## config.mk

```make
export PLATFORM = sky130hd
export DESIGN_NAME = radix40_word_tokenizer
export DESIGN_NICKNAME = d
export VERILOG_FILES = /design/src/rtl/rwt_pkg.sv /design/src/rtl/rwt_classify.sv /design/src/rtl/rwt_scan.sv /design/src/rtl/rwt_out_buf.sv /design/src/rtl/radix40_word_tokenizer.sv
export SDC_FILE = /design/constraint.sdc
export NUM_CORES = 1
export LEC_CHECK = 0
export BUFFER_PORTS_ARGS = -buffer_cell sky130_fd_sc_hd__buf_2
export CORE_MARGIN = 3
export CORE_UTILIZATION = 35
export DETAILED_ROUTE_END_ITERATION = 6
export MAX_ROUTING_LAYER = met4
export PLACE_DENSITY = 0.61
export SLEW_MARGIN = 40
export SYNTH_ARGS = -nofsm -noshare
export SYNTH_HDL_FRONTEND = slang
export SYNTH_SLANG_ARGS = --single-unit
export TNS_END_PERCENT = 10
```

## constraint.sdc

```tcl
create_clock -name clk -period 14.4 [get_ports clk]
set_input_delay 2.88 -clock clk [delete_from_list [all_inputs] [get_ports clk]]
set_output_delay 2.88 -clock clk [all_outputs]
set_load 0.02 [all_outputs]
```

## src/rtl/rwt_pkg.sv

```systemverilog
`default_nettype none

package rwt_pkg;

  localparam int MAX_TOKENS     = 20;
  localparam int MAX_WORD_CHARS = 6;
  localparam int GROUP_CHARS    = 3;

  localparam int CODE_W  = 6;
  localparam int WORD_W  = 16;
  localparam int COUNT_W = 5;
  localparam int CHARS_W = 3;
  localparam int CHAR_W  = 8;

  localparam logic [CHAR_W-1:0] CH_EOL    = 8'h00;
  localparam logic [CHAR_W-1:0] CH_SPACE  = 8'h20;
  localparam logic [CHAR_W-1:0] CH_COMMA  = 8'h2C;
  localparam logic [CHAR_W-1:0] CH_HYPHEN = 8'h2D;
  localparam logic [CHAR_W-1:0] CH_PERIOD = 8'h2E;
  localparam logic [CHAR_W-1:0] CH_ONE    = 8'h31;
  localparam logic [CHAR_W-1:0] CH_NINE   = 8'h39;
  localparam logic [CHAR_W-1:0] CH_A      = 8'h41;
  localparam logic [CHAR_W-1:0] CH_Z      = 8'h5A;

  localparam logic [CHAR_W-1:0] LETTER_OFFSET = CH_A - 8'd1;
  localparam logic [CHAR_W-1:0] DIGIT_OFFSET  = CH_ONE - 8'd31;
  localparam logic [CODE_W-1:0] HYPHEN_CODE   = 6'd27;

  localparam logic [11:0] WEIGHT_HIGH = 12'd1600;
  localparam logic [11:0] WEIGHT_MID  = 12'd40;

  localparam logic [COUNT_W-1:0] TOKEN_LIMIT = COUNT_W'(MAX_TOKENS);
  localparam logic [CHARS_W-1:0] CHAR_LIMIT  = CHARS_W'(MAX_WORD_CHARS);
  localparam logic [CHARS_W-1:0] GROUP_SIZE  = CHARS_W'(GROUP_CHARS);

  typedef enum logic [1:0] {
    ST_OK       = 2'd0,
    ST_EMPTY    = 2'd1,
    ST_ILLEGAL  = 2'd2,
    ST_OVERFLOW = 2'd3
  } status_t;

  typedef enum logic [1:0] {
    MODE_SCAN    = 2'd0,
    MODE_DISCARD = 2'd1,
    MODE_CLOSED  = 2'd2
  } mode_t;

  typedef enum logic [2:0] {
    KIND_EOL,
    KIND_PUNCT,
    KIND_SPACE,
    KIND_SYMBOL,
    KIND_ILLEGAL
  } kind_t;

  typedef struct packed {
    kind_t             kind;
    logic [CODE_W-1:0] code;
  } char_class_t;

  typedef struct packed {
    logic [WORD_W-1:0]  first_word;
    logic [WORD_W-1:0]  second_word;
    logic               token_valid;
    logic               end_of_command;
    status_t            status;
    logic [COUNT_W-1:0] token_count;
  } result_t;

  function automatic logic [WORD_W-1:0] place_product(input logic [CODE_W-1:0] v,
                                                       input logic [1:0] pos);
    logic [WORD_W-1:0] p;
    begin
      unique case (pos)
        2'd0:    p = {10'd0, v} * WORD_W'(WEIGHT_HIGH);
        2'd1:    p = {10'd0, v} * WORD_W'(WEIGHT_MID);
        default: p = WORD_W'(v);
      endcase
      return p;
    end
  endfunction

endpackage

`default_nettype wire

```

## src/rtl/rwt_classify.sv

```systemverilog
`default_nettype none

module rwt_classify
  import rwt_pkg::*;
(
  input  wire logic [CHAR_W-1:0] character,
  output char_class_t            cls
);

  logic [CHAR_W-1:0] diff;

  always_comb begin
    cls.code = '0;
    diff     = '0;
    priority if (character == CH_EOL) begin
      cls.kind = KIND_EOL;
    end else if (character == CH_PERIOD || character == CH_COMMA) begin
      cls.kind = KIND_PUNCT;
    end else if (character == CH_SPACE) begin
      cls.kind = KIND_SPACE;
    end else if (character >= CH_A && character <= CH_Z) begin
      cls.kind = KIND_SYMBOL;
      diff     = character - LETTER_OFFSET;
      cls.code = diff[CODE_W-1:0];
    end else if (character >= CH_ONE && character <= CH_NINE) begin
      cls.kind = KIND_SYMBOL;
      diff     = character - DIGIT_OFFSET;
      cls.code = diff[CODE_W-1:0];
    end else if (character == CH_HYPHEN) begin
      cls.kind = KIND_SYMBOL;
      cls.code = HYPHEN_CODE;
    end else begin
      cls.kind = KIND_ILLEGAL;
    end
  end

endmodule

`default_nettype wire

```

## src/rtl/rwt_scan.sv

```systemverilog
`default_nettype none

module rwt_scan
  import rwt_pkg::*;
(
  input  wire logic  clk,
  input  wire logic  rst_n,
  input  wire logic  accept,
  input  wire char_class_t cls,
  output logic       res_valid,
  output result_t    res
);

  mode_t              mode_r, mode_nxt;
  logic [CHARS_W-1:0] chars_r, chars_nxt;
  logic [WORD_W-1:0]  acc1_r, acc1_nxt;
  logic [WORD_W-1:0]  acc2_r, acc2_nxt;
  logic [COUNT_W-1:0] tokens_r, tokens_nxt;
  logic               ovf_r, ovf_nxt;

  logic               ending;
  logic               word_open;
  logic               room;
  logic [CHARS_W-1:0] pos;
  logic [WORD_W-1:0]  prod;
  status_t            st;

  assign ending    = (cls.kind == KIND_EOL) || (cls.kind == KIND_PUNCT);
  assign word_open = (chars_r != '0);
  assign room      = (tokens_r < TOKEN_LIMIT);
  assign pos       = (chars_r < GROUP_SIZE) ? chars_r : chars_r - GROUP_SIZE;
  assign prod      = place_product(cls.code, pos[1:0]);

  always_comb begin
    mode_nxt   = mode_r;
    chars_nxt  = chars_r;
    acc1_nxt   = acc1_r;
    acc2_nxt   = acc2_r;
    tokens_nxt = tokens_r;
    ovf_nxt    = ovf_r;
    res_valid  = 1'b0;
    res        = '0;
    st         = ST_OK;
    if (accept) begin
      if (mode_r == MODE_DISCARD) begin
        if (cls.kind == KIND_EOL) begin
          mode_nxt = MODE_SCAN;
        end
      end else if (!(mode_r == MODE_CLOSED && cls.kind == KIND_EOL)) begin
        mode_nxt = MODE_SCAN;
        unique case (cls.kind)
          KIND_EOL, KIND_PUNCT: begin
            if (word_open) begin
              if (room) begin
                tokens_nxt      = tokens_r + 1'b1;
                res.first_word  = acc1_r;
                res.second_word = acc2_r;
                res.token_valid = 1'b1;
              end else begin
                ovf_nxt = 1'b1;
              end
            end
            priority if (ovf_nxt) begin
              st = ST_OVERFLOW;
            end else if (tokens_nxt == '0) begin
              st = ST_EMPTY;
            end else begin
              st = ST_OK;
            end
            res_valid          = 1'b1;
            res.end_of_command = 1'b1;
            res.status         = st;
            res.token_count    = tokens_nxt;
            if (cls.kind == KIND_PUNCT) begin
              mode_nxt = (st == ST_OK) ? MODE_CLOSED : MODE_DISCARD;
            end
            chars_nxt  = '0;
            acc1_nxt   = '0;
            acc2_nxt   = '0;
            tokens_nxt = '0;
            ovf_nxt    = 1'b0;
          end
          KIND_SPACE: begin
            if (word_open) begin
              if (room) begin
                tokens_nxt      = tokens_r + 1'b1;
                res_valid       = 1'b1;
                res.first_word  = acc1_r;
                res.second_word = acc2_r;
                res.token_valid = 1'b1;
                res.token_count = tokens_nxt;
              end else begin
                ovf_nxt = 1'b1;
              end
              chars_nxt = '0;
              acc1_nxt  = '0;
              acc2_nxt  = '0;
            end
          end
          KIND_ILLEGAL: begin
            res_valid          = 1'b1;
            res.end_of_command = 1'b1;
            res.status         = ST_ILLEGAL;
            res.token_count    = tokens_r;
            chars_nxt          = '0;
            acc1_nxt           = '0;
            acc2_nxt           = '0;
            tokens_nxt         = '0;
            ovf_nxt            = 1'b0;
            mode_nxt           = MODE_DISCARD;
          end
          default: begin
            if (chars_r < CHAR_LIMIT) begin
              if (chars_r < GROUP_SIZE) begin
                acc1_nxt = acc1_r + prod;
              end else begin
                acc2_nxt = acc2_r + prod;
              end
              chars_nxt = chars_r + 1'b1;
            end
          end
        endcase
      end else begin
        // end of line right after a clean close
        mode_nxt = MODE_SCAN;
      end
    end
  end

  always_ff @(posedge clk) begin
    if (!rst_n) begin
      mode_r   <= MODE_SCAN;
      chars_r  <= '0;
      acc1_r   <= '0;
      acc2_r   <= '0;
      tokens_r <= '0;
      ovf_r    <= 1'b0;
    end else begin
      mode_r   <= mode_nxt;
      chars_r  <= chars_nxt;
      acc1_r   <= acc1_nxt;
      acc2_r   <= acc2_nxt;
      tokens_r <= tokens_nxt;
      ovf_r    <= ovf_nxt;
    end
  end

endmodule

`default_nettype wire

```

## src/rtl/rwt_out_buf.sv

```systemverilog
`default_nettype none

module rwt_out_buf
  import rwt_pkg::*;
(
  input  wire logic clk,
  input  wire logic rst_n,
  input  wire logic push,
  input  wire result_t push_data,
  output logic      space,
  output logic      out_valid,
  input  wire logic out_ready,
  output result_t   out_data
);

  logic    main_v_r, main_v_nxt;
  logic    skid_v_r, skid_v_nxt;
  result_t main_r, main_nxt;
  result_t skid_r, skid_nxt;
  logic    take;

  assign take      = main_v_r && out_ready;
  assign space     = !skid_v_r;
  assign out_valid = main_v_r;
  assign out_data  = main_r;

  always_comb begin
    main_v_nxt = main_v_r;
    skid_v_nxt = skid_v_r;
    main_nxt   = main_r;
    skid_nxt   = skid_r;
    if (push) begin
      if (!main_v_r || take) begin
        main_nxt   = push_data;
        main_v_nxt = 1'b1;
      end else begin
        skid_nxt   = push_data;
        skid_v_nxt = 1'b1;
      end
    end else if (take) begin
      if (skid_v_r) begin
        main_nxt   = skid_r;
        skid_v_nxt = 1'b0;
      end else begin
        main_v_nxt = 1'b0;
      end
    end
  end

  always_ff @(posedge clk) begin
    if (!rst_n) begin
      main_v_r <= 1'b0;
      skid_v_r <= 1'b0;
    end else begin
      main_v_r <= main_v_nxt;
      skid_v_r <= skid_v_nxt;
    end
  end

  always_ff @(posedge clk) begin
    main_r <= main_nxt;
    skid_r <= skid_nxt;
  end

endmodule

`default_nettype wire

```

## src/rtl/radix40_word_tokenizer.sv

```systemverilog
// radix-40 word tokenizer
// input channel: one character per transfer on in_character, in_valid/in_ready;
//   code 0 is end of line, period and comma close a command
// result channel: out_valid/out_ready with out_first_word, out_second_word,
//   out_token_valid, out_end_of_command, out_status and out_token_count;
//   a character yields zero or one result
// output: a taken character's result is registered into the output register,
//   or into the skid register while the output register holds a waiting result
// throughput: one character per cycle while in_ready is high; per-character
//   work is a classify and a constant-weight accumulate into word registers
// stall: a two-entry output stage (output register plus skid register)
//   keeps in_ready high while one result waits; in_ready drops only when
//   both entries hold results
// reset: synchronous; rst_n low at a clock edge clears the scan state, the word
//   accumulators, the token count and both output entries
`default_nettype none

module radix40_word_tokenizer
  import rwt_pkg::*;
(
  input  wire logic                clk,
  input  wire logic                rst_n,
  input  wire logic                in_valid,
  output logic                     in_ready,
  input  wire logic [CHAR_W-1:0]   in_character,
  output logic                     out_valid,
  input  wire logic                out_ready,
  output logic [WORD_W-1:0]        out_first_word,
  output logic [WORD_W-1:0]        out_second_word,
  output logic                     out_token_valid,
  output logic                     out_end_of_command,
  output logic [1:0]               out_status,
  output logic [COUNT_W-1:0]       out_token_count
);

  char_class_t cls;
  logic        accept;
  logic        res_valid;
  result_t     res;
  result_t     out_data;
  logic        space;

  assign in_ready = space;
  assign accept   = in_valid && space;

  rwt_classify u_classify (
    .character (in_character),
    .cls       (cls)
  );

  rwt_scan u_scan (
    .clk       (clk),
    .rst_n     (rst_n),
    .accept    (accept),
    .cls       (cls),
    .res_valid (res_valid),
    .res       (res)
  );

  rwt_out_buf u_out_buf (
    .clk       (clk),
    .rst_n     (rst_n),
    .push      (res_valid),
    .push_data (res),
    .space     (space),
    .out_valid (out_valid),
    .out_ready (out_ready),
    .out_data  (out_data)
  );

  assign out_first_word     = out_data.first_word;
  assign out_second_word    = out_data.second_word;
  assign out_token_valid    = out_data.token_valid;
  assign out_end_of_command = out_data.end_of_command;
  assign out_status         = out_data.status;
  assign out_token_count    = out_data.token_count;

endmodule

`default_nettype wire

```

---- Yosys cells after proc, flatten, opt, wreduce, memory -nomap -nowiden ----
Index checks and enable logic that the tools add are counted.
storage, ports and cells
  register bits after elaboration ......... 127
  input bits .............................. 12
  output and inout port bits .............. 43
  logic and storage cells ................. 162
operators by class
  add/sub/neg operators ................... 7
  multipliers ............................. 2
  magnitude comparators ................... 7
  eq/ne operators ......................... 16
  multiplexer cells ....................... 75
  bitwise gates (word level) .............. 3
  reductions and logical operators ........ 32
operators by type and width
  cell                    count
  $mux W41                7
  $mux W33                3
  $pmux W16 S2            3
  $mux W16                5
  $mux W5                 9
  $add A16 B16 Y16        2
  $eq A8 B6 Y1 const B    4
  $mux W2                 11
  $mux W1                 19
  $mux W3                 6
  $mux W6                 3
  $mux W9                 2
  $pmux W5 S3             1
  $pmux W3 S2             2
  $reduce_and A6 Y1       2
  $mul A6 B5 Y10 const B  1
  $pmux W5 S2             1
  $mul A6 B3 Y9 const B   1
  $reduce_bool A3 Y1      3
  $ge A8 B6 Y1 const B    1
  $ge A8 B7 Y1 const B    1
  $le A8 B6 Y1 const B    1
  $le A8 B7 Y1 const B    1
  $logic_not A8 Y1        1
  32 further kinds        52

---- Depth between registers and ports, before layout ----
Gate-level depths: netlist (run 1).
  word-level depth ........................ 26
  gate-level depth with buffers ........... 25
  depth with buffers taken out ............ 23

---- Hierarchy ----
Synthesis (run 1) repeated with hierarchy kept, for this count alone.
unflattened totals
  cells, all modules ...................... 798
  area, all modules ....................... 8314.2 sq um
modules (own cells, without submodules)
  module                  times used  cells an instance  area an instance (sq um)  seq. area each (sq um)
  rwt_scan                1           612                4755.8                    860.8
  rwt_out_buf             1           141                3254.4                    2502.4
  rwt_classify            1           44                 297.8                     0.0
  radix40_word_tokenizer  1           1                  6.3                       0.0

---- Least setup slack after synthesis (run 1) ----
OpenSTA, ideal clock, no wires.
  path type ............................... input to register
  from .................................... input in_character[1]
  to ...................................... register u_scan.acc2_r[15]
  setup time .............................. 0.120 ns
  data arrival time ....................... 8.126 ns
  data required time ...................... 14.280 ns
  slack ................................... 6.154 ns
  stages .................................. 25
  path buffers ............................ 2
  path through ............................ clkbuf_1 > nor3b_1 > and4_1 > o32ai_1 > and2_1 > o21ai_1 > clkbuf_1 > o211ai_1 > inv_1 > ha_1 > ha_1 > inv_1 > fa_1 > xor2_1 > o22ai_1 > ha_1 > a21o_1 > a21oi_1 > o21a_1 > a31oi_1 > maj3_2 > a31o_1 > a221o_1 > o311a_1 > o31a_1
on the way
  word-level cells in the longest chain between the ends .. 13
  elaborated cells between the ends (all ways) .. 42
  classes of those cells .................. add/sub (3); mul (2); order compare (4); eq/ne (9); mux (14); bitwise (1); reduce/logical (9)
ends and longest elaborated chain
  item                                             line                                    source
  start: declaration                               radix40_word_tokenizer.sv:25            input wire logic [CHAR_W-1:0] in_character,
  $ge A8 B6 Y1, or another cell as far along       rwt_classify.sv:25                      end else if (character >= CH_ONE && character <= CH_NINE) begin
  $logic_and A1 B1 Y1 or $mux W5 (tied branches)   rwt_classify.sv:25, rwt_classify.sv:29
  $mux W9                                          rwt_classify.sv:25
  $mux W9                                          rwt_classify.sv:21                      end else if (character >= CH_A && character <= CH_Z) begin
  $mux W6                                          rwt_classify.sv:19                      end else if (character == CH_SPACE) begin
  $mux W6                                          rwt_classify.sv:17                      end else if (character == CH_PERIOD || character == CH_COMMA) begin
  $mux W6                                          rwt_classify.sv:15                      priority if (character == CH_EOL) begin
  $mul A6 B3 Y9 or $mul A6 B5 Y10 (tied branches)  rwt_pkg.sv:77, rwt_pkg.sv:76
  $pmux W16 S2                                     rwt_pkg.sv:75                           unique case (pos)
  $add A16 B16 Y16                                 rwt_scan.sv:117                         acc2_nxt = acc2_r + prod;
  $mux W16                                         rwt_scan.sv:114                         if (chars_r < GROUP_SIZE) begin
  $mux W16                                         rwt_scan.sv:113                         if (chars_r < CHAR_LIMIT) begin
  $pmux W16 S2                                     rwt_scan.sv:51                          unique case (cls.kind)
  end signal: assignment                           rwt_scan.sv:142                         acc2_r <= acc2_nxt;
  end: declaration                                 rwt_scan.sv:17                          logic [WORD_W-1:0] acc2_r, acc2_nxt;
Parallel ways exist; a longest one is shown, timed or not. The select of a mux whose other input is x is not followed.
A chain may end at the register's enable or synchronous reset.

---- Worst setup path in the final report (run 1) ----
  from .................................... input in_character[6]
  to ...................................... register u_scan.acc2_r[15]
Same word-level chain as after synthesis.

==> run_results.csv, run 1 <==
group,metric,value,unit
worst_setup_path,crit_type,"in2reg",
drt,routed_wl,15900,µm
pwr,p_int,0.707,mW
placed_design,preCtsSetupSlack,5350,ps
min_path,whs_path_depth,2,
sta,tightest_slew,788,ps
synth,seq_area_frac_synth,44.7,%
synth,syn-num-nets,828,
worst_setup_path,cp-end-kind,"flip-flop",
pwr,p_per_area,115,nW/µm²
placed_design,gp_congestion,0.913,
worst_setup_path,r2r_end,"u_scan.acc2_r[15]",
floorplan,fp.dieW,153,µm
drt,dr.pass1.iters,5,
min_path,hold_path.class,"reg2reg",
worst_setup_path,crit_fanout,11,
sta,slew_headroom,47.5,%
finish,finish.net_count,872,
sta,setup_slack,5770,ps
finish,final_common_cell,"edfxtp_1",
clock_tree,clk_latency,420,ps
flow_run,cap_violations,0,
drt,num_vias,5692,
pwr,leakage,3.74,nW
floorplan,row_count,52,
sta,rsz0062_at_grt,"false",
clock_tree,ctsResizeCount,0,
finish,antenna_cells,0,
worst_setup_path,required,14710,ps
worst_setup_path,ff2ff_path_depth,14,
global_route,grt_antenna_before_repair,0,
sta,slew_violations,0,
pwr,power,0.989,mW
sta,fin_skew,9.65,ps
clock_tree,cts_tree,"yes",
placed_design,portBuffers,54,
sta,setup_violations,0,
sta,tns,0,ps
global_route,grt_max_degree,50,
global_route,grt_pass1_vias,5434,
clock_tree,cts_inserted_buffers,17,
worst_setup_path,crit_arrival,8940,ps
placed_design,dp_hpwl,11700,µm
floorplan,die_y,153,µm
clock_tree,h-tree-depth,4,
drt,first_iter_violations,430,
pwr,p_seq_share,41.3,%
finish,areaGrowthSynthToFinish,14.7,%
drt,viasPerCell,5.27,
finish,nFillCells,2026,
clock_tree,clockRootBuffer,"clkbuf_16",
pwr,p_sw_share,28.6,%
synth,ys_warn_count,0,
clock_tree,cts.hold.buffers_added,0,
worst_setup_path,startpoint_type,"input pin",
synth,synth-seq-cells,127,
finish,fin_util,41.7,%
finish,mostFrequentLayoutCells,"edfxtp_1, ha_1, a21o_1, buf_2, nor2_1",
sta,final_hold_viol_count,0,
synth,synthArstFlopShare,0,%
synth,ys.flop_type,"edfxtp_1",
global_route,grt_pass1_wl,27300,µm
synth,syn_inst,753,
sta,fmaxAchievable,0.116,GHz
sta,finalCritPeriodShare,59.9,%
floorplan,core_region_area,20700,µm²
worst_setup_path,r2r_slack,9940,ps
floorplan,die_area,23300,µm²
global_route,globalRouteOverflowTotal,0,
synth,synth_edf_count,82,
synth,syn_area_per_cell,9.98,µm²
clock_tree,cts_sinks,127,
clock_tree,clk_pin_slew_worst_paths,60,ps
floorplan,floorplan.initialDensity,36.3,%
drt,avgRoutedWirePerCell,14.7,µm
pwr,switchingPower,0.282,mW
min_path,hold_path_startpoint,"u_scan.ovf_r",
synth,synth.distinct_cells,60,
drt,drcViolationCount,0,
clock_tree,cts_setup_buffers,0,
pwr,clockPowerShare,40.6,%
clock_tree,cts_buffer_depth,2,
global_route,grtUsageTotal,14.5,%
floorplan,num_io_pins,55,
pwr,peakVddDrop,0.0000501,V
sta,fin_crit,8630,ps
pwr,p_comb_share,18.1,%
synth,synthesis.area,7520,µm²
min_path,min_to,"u_scan.ovf_r",
run_status,outcome,"finished clean",
worst_setup_path,r2r-start,"u_scan.chars_r[1]",
drt,ant_nets,0,
finish,drive_gt1_share,12.8,%
through the flow:
| stage | cells | hold WS (ps) | cell area, µm² |
|---|---|---|---|
| after floorplan | 753 | 468 | 7520 |
| after global placement | 1048 | 484 | 8040 |
| after CTS | 1080 | 495 | 8610 |
| final | 1080 | 494 | 8630 |
| after detailed placement | 1048 | 482 | 8050 |
| after global routing | 1080 | 526 | 8630 |
area by class of cell:
type                       count  area, µm²  share of cell area [%]
clock buffer                  18        439                    5.09
timing repair buffer          57        295                    3.42
multi-input combinational    555       3930                    45.5
sequential                   127       3360                    39.0
inverter                      39        146                    1.70
tap                          270        338                    3.92
clock inverter                14        118                    1.36
cells in the mapped netlist, drive strengths merged, types with 5 or more instances:
master / n / share of area [%]
dfxtp: 45 / 12
o22ai: 9 / 0.83
a22oi: 20 / 2.0
a21o: 56 / 5.6
nor4: 10 / 0.83
and3: 8 / 0.67
o21ai: 36 / 2.4
nor2b: 35 / 2.9
nand2: 39 / 1.9
o21a: 7 / 0.70
nand2b: 5 / 0.42
nand3: 20 / 1.3
nor3: 17 / 1.1
inv: 39 / 1.9
xor2: 11 / 1.3
nor2: 48 / 2.4
clkbuf: 30 / 1.5
xnor2: 20 / 2.3
a211oi: 6 / 0.60
a21oi: 48 / 3.3
and2: 34 / 2.8
ha: 59 / 9.8
edfxtp: 82 / 33
layer usage:
metal,global-route usage (%),part of all wire [%],vias to the layer above,routed length (µm)
li1,-,-,2862,-
met1,19.6,50,2692,7950
met5,-,0,-,0
met4,3.69,1.0,0,161
met3,3.21,4.5,14,714
met2,22.2,45,124,7110
kinds of logic (layout without fill, tap and decap cells):
group                    count (synthesis)  after routing  synth area share [%]
AO/OA/AOI/OAI                          220            220                  19.7
XOR/XNOR                                31             31                  3.61
adder cells (fa/ha/maj)                 67             67                  11.4
buffers and inverters                   71            128                  3.66
flip-flops                             127            127                  44.7
multiplexers                             3              3                 0.399
AND/OR/NAND/NOR                        234            234                  16.5
flip-flops by register name, indices dropped and copies added (netlist names):
name and count:
u_out_buf.out_data 41, u_out_buf.out_valid 1, u_out_buf.skid_r 41, u_out_buf.skid_v_r 1, u_scan.acc1_r 16, u_scan.acc2_r 16
u_scan.chars_r 3, u_scan.mode_r 2, u_scan.ovf_r 1, u_scan.tokens_r 5
critical path: stages:
cell      delay, ps
buf_2           140
nor3b_1         390
a31oi_1         140
o32ai_1         610
and2_1          250
o21ai_1         240
o211ai_1        310
inv_1           160
ha_1            310
ha_1            160
inv_1            60
fa_1            390
xor2_1          160
o22ai_1         210
ha_1            330
a21o_1          190
a21oi_1         220
o21a_1          160
a31oi_1          40
maj3_2          340
a31o_1          270
a221o_1         340
o311a_1         350
o31a_1          290
power groups by stage:
stage	sequential, mW	clock, mW	combinational [mW]
2_1_floorplan	0.428	0	0.123
3_3_place_gp	0.416	0	0.177
3_5_place_dp	0.416	0	0.179
4_1_cts	0.408	0.410	0.180
5_1_grt	0.410	0.427	0.201
6_report	0.408	0.402	0.179
worst max path at each step:
stage / from / slack [ps] / to / depth (start not counted)
final: in_character[6] / 5770 / u_scan.acc2_r[15] / 24
after global routing: in_character[6] / 5350 / u_scan.acc2_r[15] / 24
after CTS: in_character[5] / 5810 / u_scan.acc2_r[15] / 24
after detailed placement: in_character[6] / 5350 / u_scan.acc2_r[15] / 24
after global placement: in_character[5] / 5560 / u_scan.acc2_r[15] / 24
after floorplan: in_character[1] / 6150 / u_scan.acc2_r[15] / 25
(Power assumes the default switching activity.)
==> run 2, diff against run 1 <==
--- a/config.mk
+++ b/config.mk
@@ -5,12 +5,13 @@
 export SDC_FILE = /design/constraint.sdc
 export NUM_CORES = 1
 export LEC_CHECK = 0
+export ABC_AREA = 1
 export BUFFER_PORTS_ARGS = -buffer_cell sky130_fd_sc_hd__buf_2
 export CORE_MARGIN = 3
 export CORE_UTILIZATION = 35
 export DETAILED_ROUTE_END_ITERATION = 6
 export MAX_ROUTING_LAYER = met4
-export PLACE_DENSITY = 0.61
+export PLACE_DENSITY = 0.63
 export SLEW_MARGIN = 40
 export SYNTH_ARGS = -nofsm -noshare
 export SYNTH_HDL_FRONTEND = slang
==> constraint.sdc (replaced) <==
create_clock -name clk -period 7.5 [get_ports clk]
set_input_delay 1.5 -clock clk [delete_from_list [all_inputs] [get_ports clk]]
set_output_delay 1.5 -clock clk [all_outputs]
set_load 0.02 [all_outputs]
==> run 2 against run 1 <==
  * Via count rose by 14%
  * Sequential cell count did not move
  * Clock power rose by 86%
  * Die area rose by 2.3%
  * Sequential share of layout area fell by 0.65 points
  * Total power rose by 89%
  * Critical path type unchanged
  * Highest routed layer unchanged
==> run_results.csv, run 2 <==
group,metric,value,unit
sta,fin_skew,14.4,ps
floorplan,core_region_area,21300,µm²
sta,slew_headroom,53.5,%
placed_design,place_area,8240,µm²
synth,synth_area_leaders,"edfxtp_1, dfxtp_1, nand2_1",
synth,seq_area_frac_synth,43.7,%
worst_setup_path,cp-end-kind,"flip-flop",
worst_setup_path,cp_common_cell,"nand2_1",
synth,synth_most_common_cell,"nand2_1",
global_route,grt_max_degree,43,
global_route,grt_pass1_vias,6157,
finish,final_common_cell,"nand2_1",
synth,syn-num-nets,1033,
finish,drive_gt1_share,12.7,%
finish,areaGrowthSynthToFinish,14.0,%
clock_tree,cts_setup_buffers,0,
synth,synth_edf_count,82,
worst_setup_path,r2r_slack,3800,ps
clock_tree,ctsResizeCount,0,
sta,finalCritPeriodShare,77.3,%
synth,synth.largest_area_cell,"edfxtp_1",
placed_design,gp_congestion,0.926,
finish,fin_util,41.2,%
drt,avgRoutedWirePerCell,13.7,µm
global_route,globalRouteOverflowTotal,0,
floorplan,floorplan.initialDensity,36.1,%
min_path,hold_path.class,"reg2reg",
finish,antenna_cells,0,
pwr,p_per_area,213,nW/µm²
sta,tightest_slew,696,ps
synth,synthArstFlopShare,0,%
synth,synthesis.area,7690,µm²
clock_tree,cts_inserted_buffers,17,
floorplan,row_count,53,
sta,fin_crit,5800,ps
worst_setup_path,required,7830,ps
run_status,outcome,"finished clean",
worst_setup_path,crit_type,"in2reg",
synth,syn_area_per_cell,8.03,µm²
clock_tree,h-tree-depth,4,
synth,synth-seq-cells,127,
synth,synth.distinct_cells,44,
worst_setup_path,crit_arrival,6130,ps
synth,syn_inst,958,
placed_design,portBuffers,54,
clock_tree,clk_latency,410,ps
drt,num_vias,6494,
global_route,grt_antenna_before_repair,0,
sta,fmaxAchievable,0.172,GHz
flow_run,cap_violations,0,
drt,routed_wl,17800,µm
clock_tree,clk_pin_slew_worst_paths,60,ps
placed_design,preCtsSetupSlack,1350,ps
pwr,leakage,3.82,nW
clock_tree,clockRootBuffer,"clkbuf_16",
drt,ant_nets,0,
drt,viasPerCell,4.99,
drt,drcViolationCount,0,
floorplan,die_area,23800,µm²
worst_setup_path,cpLargestDelayFamily,"adder cells",
synth,synth_top_area_share,32.0,%
drt,dr.pass1.iters,5,
sta,final_hold_viol_count,0,
worst_setup_path,crit_fanout,17,
global_route,grtUsageTotal,15.6,%
synth,synth_commonest_cells,"nand2_1, inv_1, a21oi_1",
finish,design_area,8770,µm²
floorplan,num_io_pins,55,
sta,setup_violations,0,
clock_tree,cts_tree,"yes",
finish,finish.net_count,1089,
finish,mostFrequentLayoutCells,"nand2_1, inv_1, a21oi_1, nor2_1, edfxtp_1",
sta,setup_slack,1700,ps
drt,first_iter_violations,380,
sta,tns,0,ps
clock_tree,cts.hold.buffers_added,0,
clock_tree,cts_sinks,127,
synth,ys_warn_count,0,
sta,slew_violations,0,
finish,nFillCells,2114,
sta,rsz0062_at_grt,"false",
global_route,grt_pass1_wl,29900,µm
pwr,peakVddDrop,0.000144,V
worst_setup_path,cp_slowest_stage_delay,420,ps
worst_setup_path,cp_num_buf_inv,6,
worst_setup_path,startpoint_type,"input pin",
synth,ys.flop_type,"edfxtp_1",
floorplan,die_y,154,µm
floorplan,fp.dieW,154,µm
placed_design,dp_hpwl,13600,µm
clock_tree,cts_buffer_depth,2,
worst_setup_path,slowest_stage,"a21oi_1",
run 2: worst register-to-register path: cells and delay by family, from the launching register on:
family | cells | cell delay [ps]
buffers and inverters | 3 | 380
adder cells (fa/ha/maj) | 2 | 670
AO/OA/AOI/OAI | 9 | 1770
AND/OR/NAND/NOR | 3 | 410
flip-flops | 1 | 400
run 2: final timing paths:
kind,startpoint,endpoint,cells past startpoint
setup / recovery,in_character[1],u_scan.acc1_r[15],28
setup reg to reg,u_scan.chars_r[0],u_scan.acc2_r[8],17
hold reg to reg,u_scan.ovf_r,u_scan.ovf_r,2
hold / removal,u_scan.ovf_r,u_scan.ovf_r,2
run 2: where the power goes:
part           total, mW  internal (mW)  switching, mW  leakage [nW]
registers          0.817          0.800         0.0167          1.16
logic              0.301         0.0834          0.218          2.41
clock network      0.747          0.452          0.295         0.252
run 2: kinds of logic (layout without fill, tap and decap cells):
family | after synthesis | after routing | synth area share (%)
and+or+nand+nor | 388 | 388 | 21.6
DFF | 127 | 127 | 43.7
adders and majority gates | 63 | 63 | 10.6
AOI/OAI and AO/OA | 207 | 207 | 14.7
buffers and inverters | 163 | 232 | 8.20
xor gates and xnor gates | 10 | 10 | 1.14
run 2: final cells by class:
| cell class | instances | area (µm²) | share of cell area [%] |
|---|---|---|---|
| clock buffer | 21 | 440 | 5.02 |
| clock inverter | 11 | 92.6 | 1.06 |
| multi-input combinational | 668 | 3710 | 42.2 |
| timing repair buffer | 56 | 285 | 3.25 |
| inverter | 144 | 541 | 6.16 |
| sequential | 127 | 3360 | 38.3 |
| tap | 275 | 344 | 3.92 |
run 2: per-stage QoR:
| stage | total power, mW | hold WS, ps | instances |
|---|---|---|---|
| 2_1_floorplan | 1.05 | 437 | 958 |
| 3_3_place_gp | 1.13 | 448 | 1270 |
| 3_5_place_dp | 1.13 | 454 | 1270 |
| 4_1_cts | 1.88 | 463 | 1302 |
| 5_1_grt | 1.95 | 484 | 1302 |
| 6_report | 1.87 | 463 | 1302 |
run 2: per-layer routing:
metal | track usage (%) | wire (µm) | vias up | share of wire [%]
met3 | 3.05 | 847 | 11 | 4.7
met1 | 20.8 | 8650 | 2996 | 49
li1 | - | - | 3337 | -
met2 | 24.9 | 8170 | 150 | 46
met5 | - | 0 | - | 0
met4 | 3.28 | 161 | 0 | 0.90
==> run 3, diff against run 2 <==
--- a/config.mk
+++ b/config.mk
@@ -5,13 +5,13 @@
 export SDC_FILE = /design/constraint.sdc
 export NUM_CORES = 1
 export LEC_CHECK = 0
-export ABC_AREA = 1
+export ABC_AREA = 0
 export BUFFER_PORTS_ARGS = -buffer_cell sky130_fd_sc_hd__buf_2
 export CORE_MARGIN = 3
 export CORE_UTILIZATION = 35
 export DETAILED_ROUTE_END_ITERATION = 6
 export MAX_ROUTING_LAYER = met4
-export PLACE_DENSITY = 0.63
+export PLACE_DENSITY = 0.61
 export SLEW_MARGIN = 40
 export SYNTH_ARGS = -nofsm -noshare
 export SYNTH_HDL_FRONTEND = slang
==> constraint.sdc (replaced) <==
create_clock -name clk -period 6.1 [get_ports clk]
set_input_delay 1.22 -clock clk [delete_from_list [all_inputs] [get_ports clk]]
set_output_delay 1.22 -clock clk [all_outputs]
set_load 0.02 [all_outputs]
==> run 3 against run 2 <==
  * Hold slack improved by 36 ps
  * Register-to-register slack worse by 2000 ps
  * Final cell count shrank 14%
  * Die area fell by 2.2%
  * Sequential share of layout area decreased by 0.88 points
  * Final area rose by 2.3%
  * Clock-buffer cell count down 4
  * Clock skew about the same
==> run_results.csv, run 3 (same netlist as run 1, synthesis figures left out) <==
group,metric,value,unit
run_status,outcome,"finished clean",
worst_setup_path,r2r-start,"u_scan.chars_r[1]",
finish,finish.net_count,906,
drt,viasPerCell,5.16,
worst_setup_path,required,6410,ps
min_path,whs_path_depth,2,
worst_setup_path,cp-end-kind,"flip-flop",
worst_setup_path,startpoint,"in_character[2]",
floorplan,row_count,52,
worst_setup_path,cpLargestDelayFamily,"compound AO/OA/AOI/OAI gates",
worst_setup_path,ff2ff_path_depth,15,
finish,antenna_cells,0,
worst_setup_path,startpoint_type,"input pin",
global_route,grt_pass1_wl,27900,µm
sta,setup_slack,348,ps
worst_setup_path,path_cells,"buf_2 -> or4_4 -> nand3_1 -> and2_4 -> o21ai_2 -> o211ai_1 -> inv_1 -> ha_1 -> ha_2 -> inv_2 -> fa_2 -> xor2_1 -> o22ai_2 -> ha_1 -> a21o_1 -> a21oi_2 -> o21a_1 -> a31oi_1 -> maj3_2 -> a31o_1 -> a221o_1 -> o311a_1 -> o31a_1",
floorplan,die_y,153,µm
min_path,min_to,"u_scan.ovf_r",
clock_tree,cts_tree,"yes",
global_route,globalRouteOverflowTotal,0,
min_path,hold_path_startpoint,"u_scan.ovf_r",
sta,finalCritPeriodShare,94.3,%
global_route,grt_antenna_before_repair,0,
floorplan,floorplan.initialDensity,36.3,%
sta,slew_violations,0,
drt,routed_wl,16200,µm
placed_design,gp_congestion,0.937,
global_route,grtUsageTotal,14.8,%
sta,rsz0062_at_grt,"false",
floorplan,num_io_pins,55,
clock_tree,clk_pin_slew_worst_paths,60,ps
sta,tightest_slew,617,ps
finish,areaGrowthSynthToFinish,19.4,%
sta,slew_headroom,58.9,%
sta,setup_violations,0,
pwr,peakVddDrop,0.000174,V
sta,holdWs,499,ps
floorplan,die_area,23300,µm²
finish,nFillCells,1999,
sta,fin_crit,5750,ps
finish,drive_gt1_share,17.5,%
placed_design,dp_hpwl,11900,µm
worst_setup_path,crit_type,"in2reg",
placed_design,portBuffers,54,
worst_setup_path,cp_slowest_stage_delay,580,ps
drt,num_vias,5744,
pwr,leakage,3.95,nW
drt,avgRoutedWirePerCell,14.6,µm
worst_setup_path,cp_num_buf_inv,3,
placed_design,placed_cells,1082,
clock_tree,clk_latency,420,ps
drt,first_iter_violations,438,
floorplan,core_region_area,20700,µm²
min_path,hold_path.class,"reg2reg",
drt,drcViolationCount,0,
global_route,grt_pass1_vias,5625,
finish,mostFrequentLayoutCells,"edfxtp_1, ha_1, a21o_1, buf_2, nor2_1",
worst_setup_path,cp_common_cell,"ha_1",
finish,final_cell_count_no_fill,1114,
worst_setup_path,crit_arrival,6060,ps
clock_tree,h-tree-depth,4,
placed_design,preCtsSetupSlack,-117,ps
flow_run,cap_violations,0,
clock_tree,cts_buffer_depth,2,
sta,final_hold_viol_count,0,
worst_setup_path,crit_fanout,8,
worst_setup_path,slowest_stage,"or4_4",
drt,ant_nets,0,
clock_tree,cts.hold.buffers_added,0,
worst_setup_path,r2r_slack,1770,ps
clock_tree,cts_inserted_buffers,17,
floorplan,fp.dieW,153,µm
clock_tree,clockRootBuffer,"clkbuf_16",
worst_setup_path,r2r_end,"u_scan.acc2_r[14]",
finish,final_common_cell,"edfxtp_1",
sta,fin_skew,14.8,ps
sta,fmaxAchievable,0.174,GHz
clock_tree,cts_sinks,127,
finish,fin_util,43.4,%
pwr,p_per_area,271,nW/µm²
global_route,grt_max_degree,50,
drt,dr.pass1.iters,5,
-- run 3: cell type report --
| type | instances | area, µm² | share of cell area [%] |
|---|---|---|---|
| Clock buffer | 17 | 425 | 4.74 |
| Inverter | 39 | 146 | 1.63 |
| Tap cell | 270 | 338 | 3.76 |
| Multi-Input combinational cell | 555 | 3990 | 44.5 |
| Sequential cell | 127 | 3360 | 37.5 |
| Timing Repair Buffer | 91 | 551 | 6.13 |
| Clock inverter | 15 | 161 | 1.80 |
-- run 3: per-stage QoR --
stage / setup TNS (ps) / total power, mW / area [µm²]
4_1_cts: 0 / 2.46 / 8940
3_3_place_gp: 0 / 1.45 / 8350
6_report: 0 / 2.43 / 8980
3_5_place_dp: -197 / 1.45 / 8360
2_1_floorplan: 0 / 1.31 / 7590
5_1_grt: 0 / 2.56 / 8980
-- run 3: tightest hold or removal path: stages (launching register included) --
cell	delay [ps]
dfxtp_1	310
nor2_1	100
nor3_1	50
-- run 3: power by group --
part | switching, mW | internal [mW]
Clock | 0.391 | 0.607
Sequential | 0.0125 | 0.950
Combinational | 0.286 | 0.188
-- run 3: repair_timing --
item | 4_1_cts | 5_1_grt
endpoints found under the setup margin | 0 | 2
gates resized for setup | 0 | 4
setup buffers | 0 | 0
hold endpoints to repair | 0 | 0
-- run 3: worst max path at each step --
stage | slack, ps | depth (start not counted) | endpoint
2_1_floorplan | 3 | 25 | u_scan.acc2_r[15]
3_3_place_gp | 40 | 24 | u_scan.acc2_r[15]
3_5_place_dp | -120 | 23 | u_scan.acc2_r[15]
4_1_cts | 330 | 24 | u_scan.acc2_r[15]
5_1_grt | 30 | 23 | u_scan.acc2_r[15]
6_report | 350 | 23 | u_scan.acc2_r[15]
-- run 3: metal layers --
layer | vias to the layer above | routed length (µm) | share of wire, % | GRT usage [%]
met2 | 110 | 7340 | 45 | 22.8
met4 | 0 | 159 | 0.98 | 3.90
li1 | 2933 | - | - | -
met1 | 2690 | 8180 | 50 | 20.0
met3 | 11 | 557 | 3.4 | 3.01
met5 | - | 0 | 0 | -
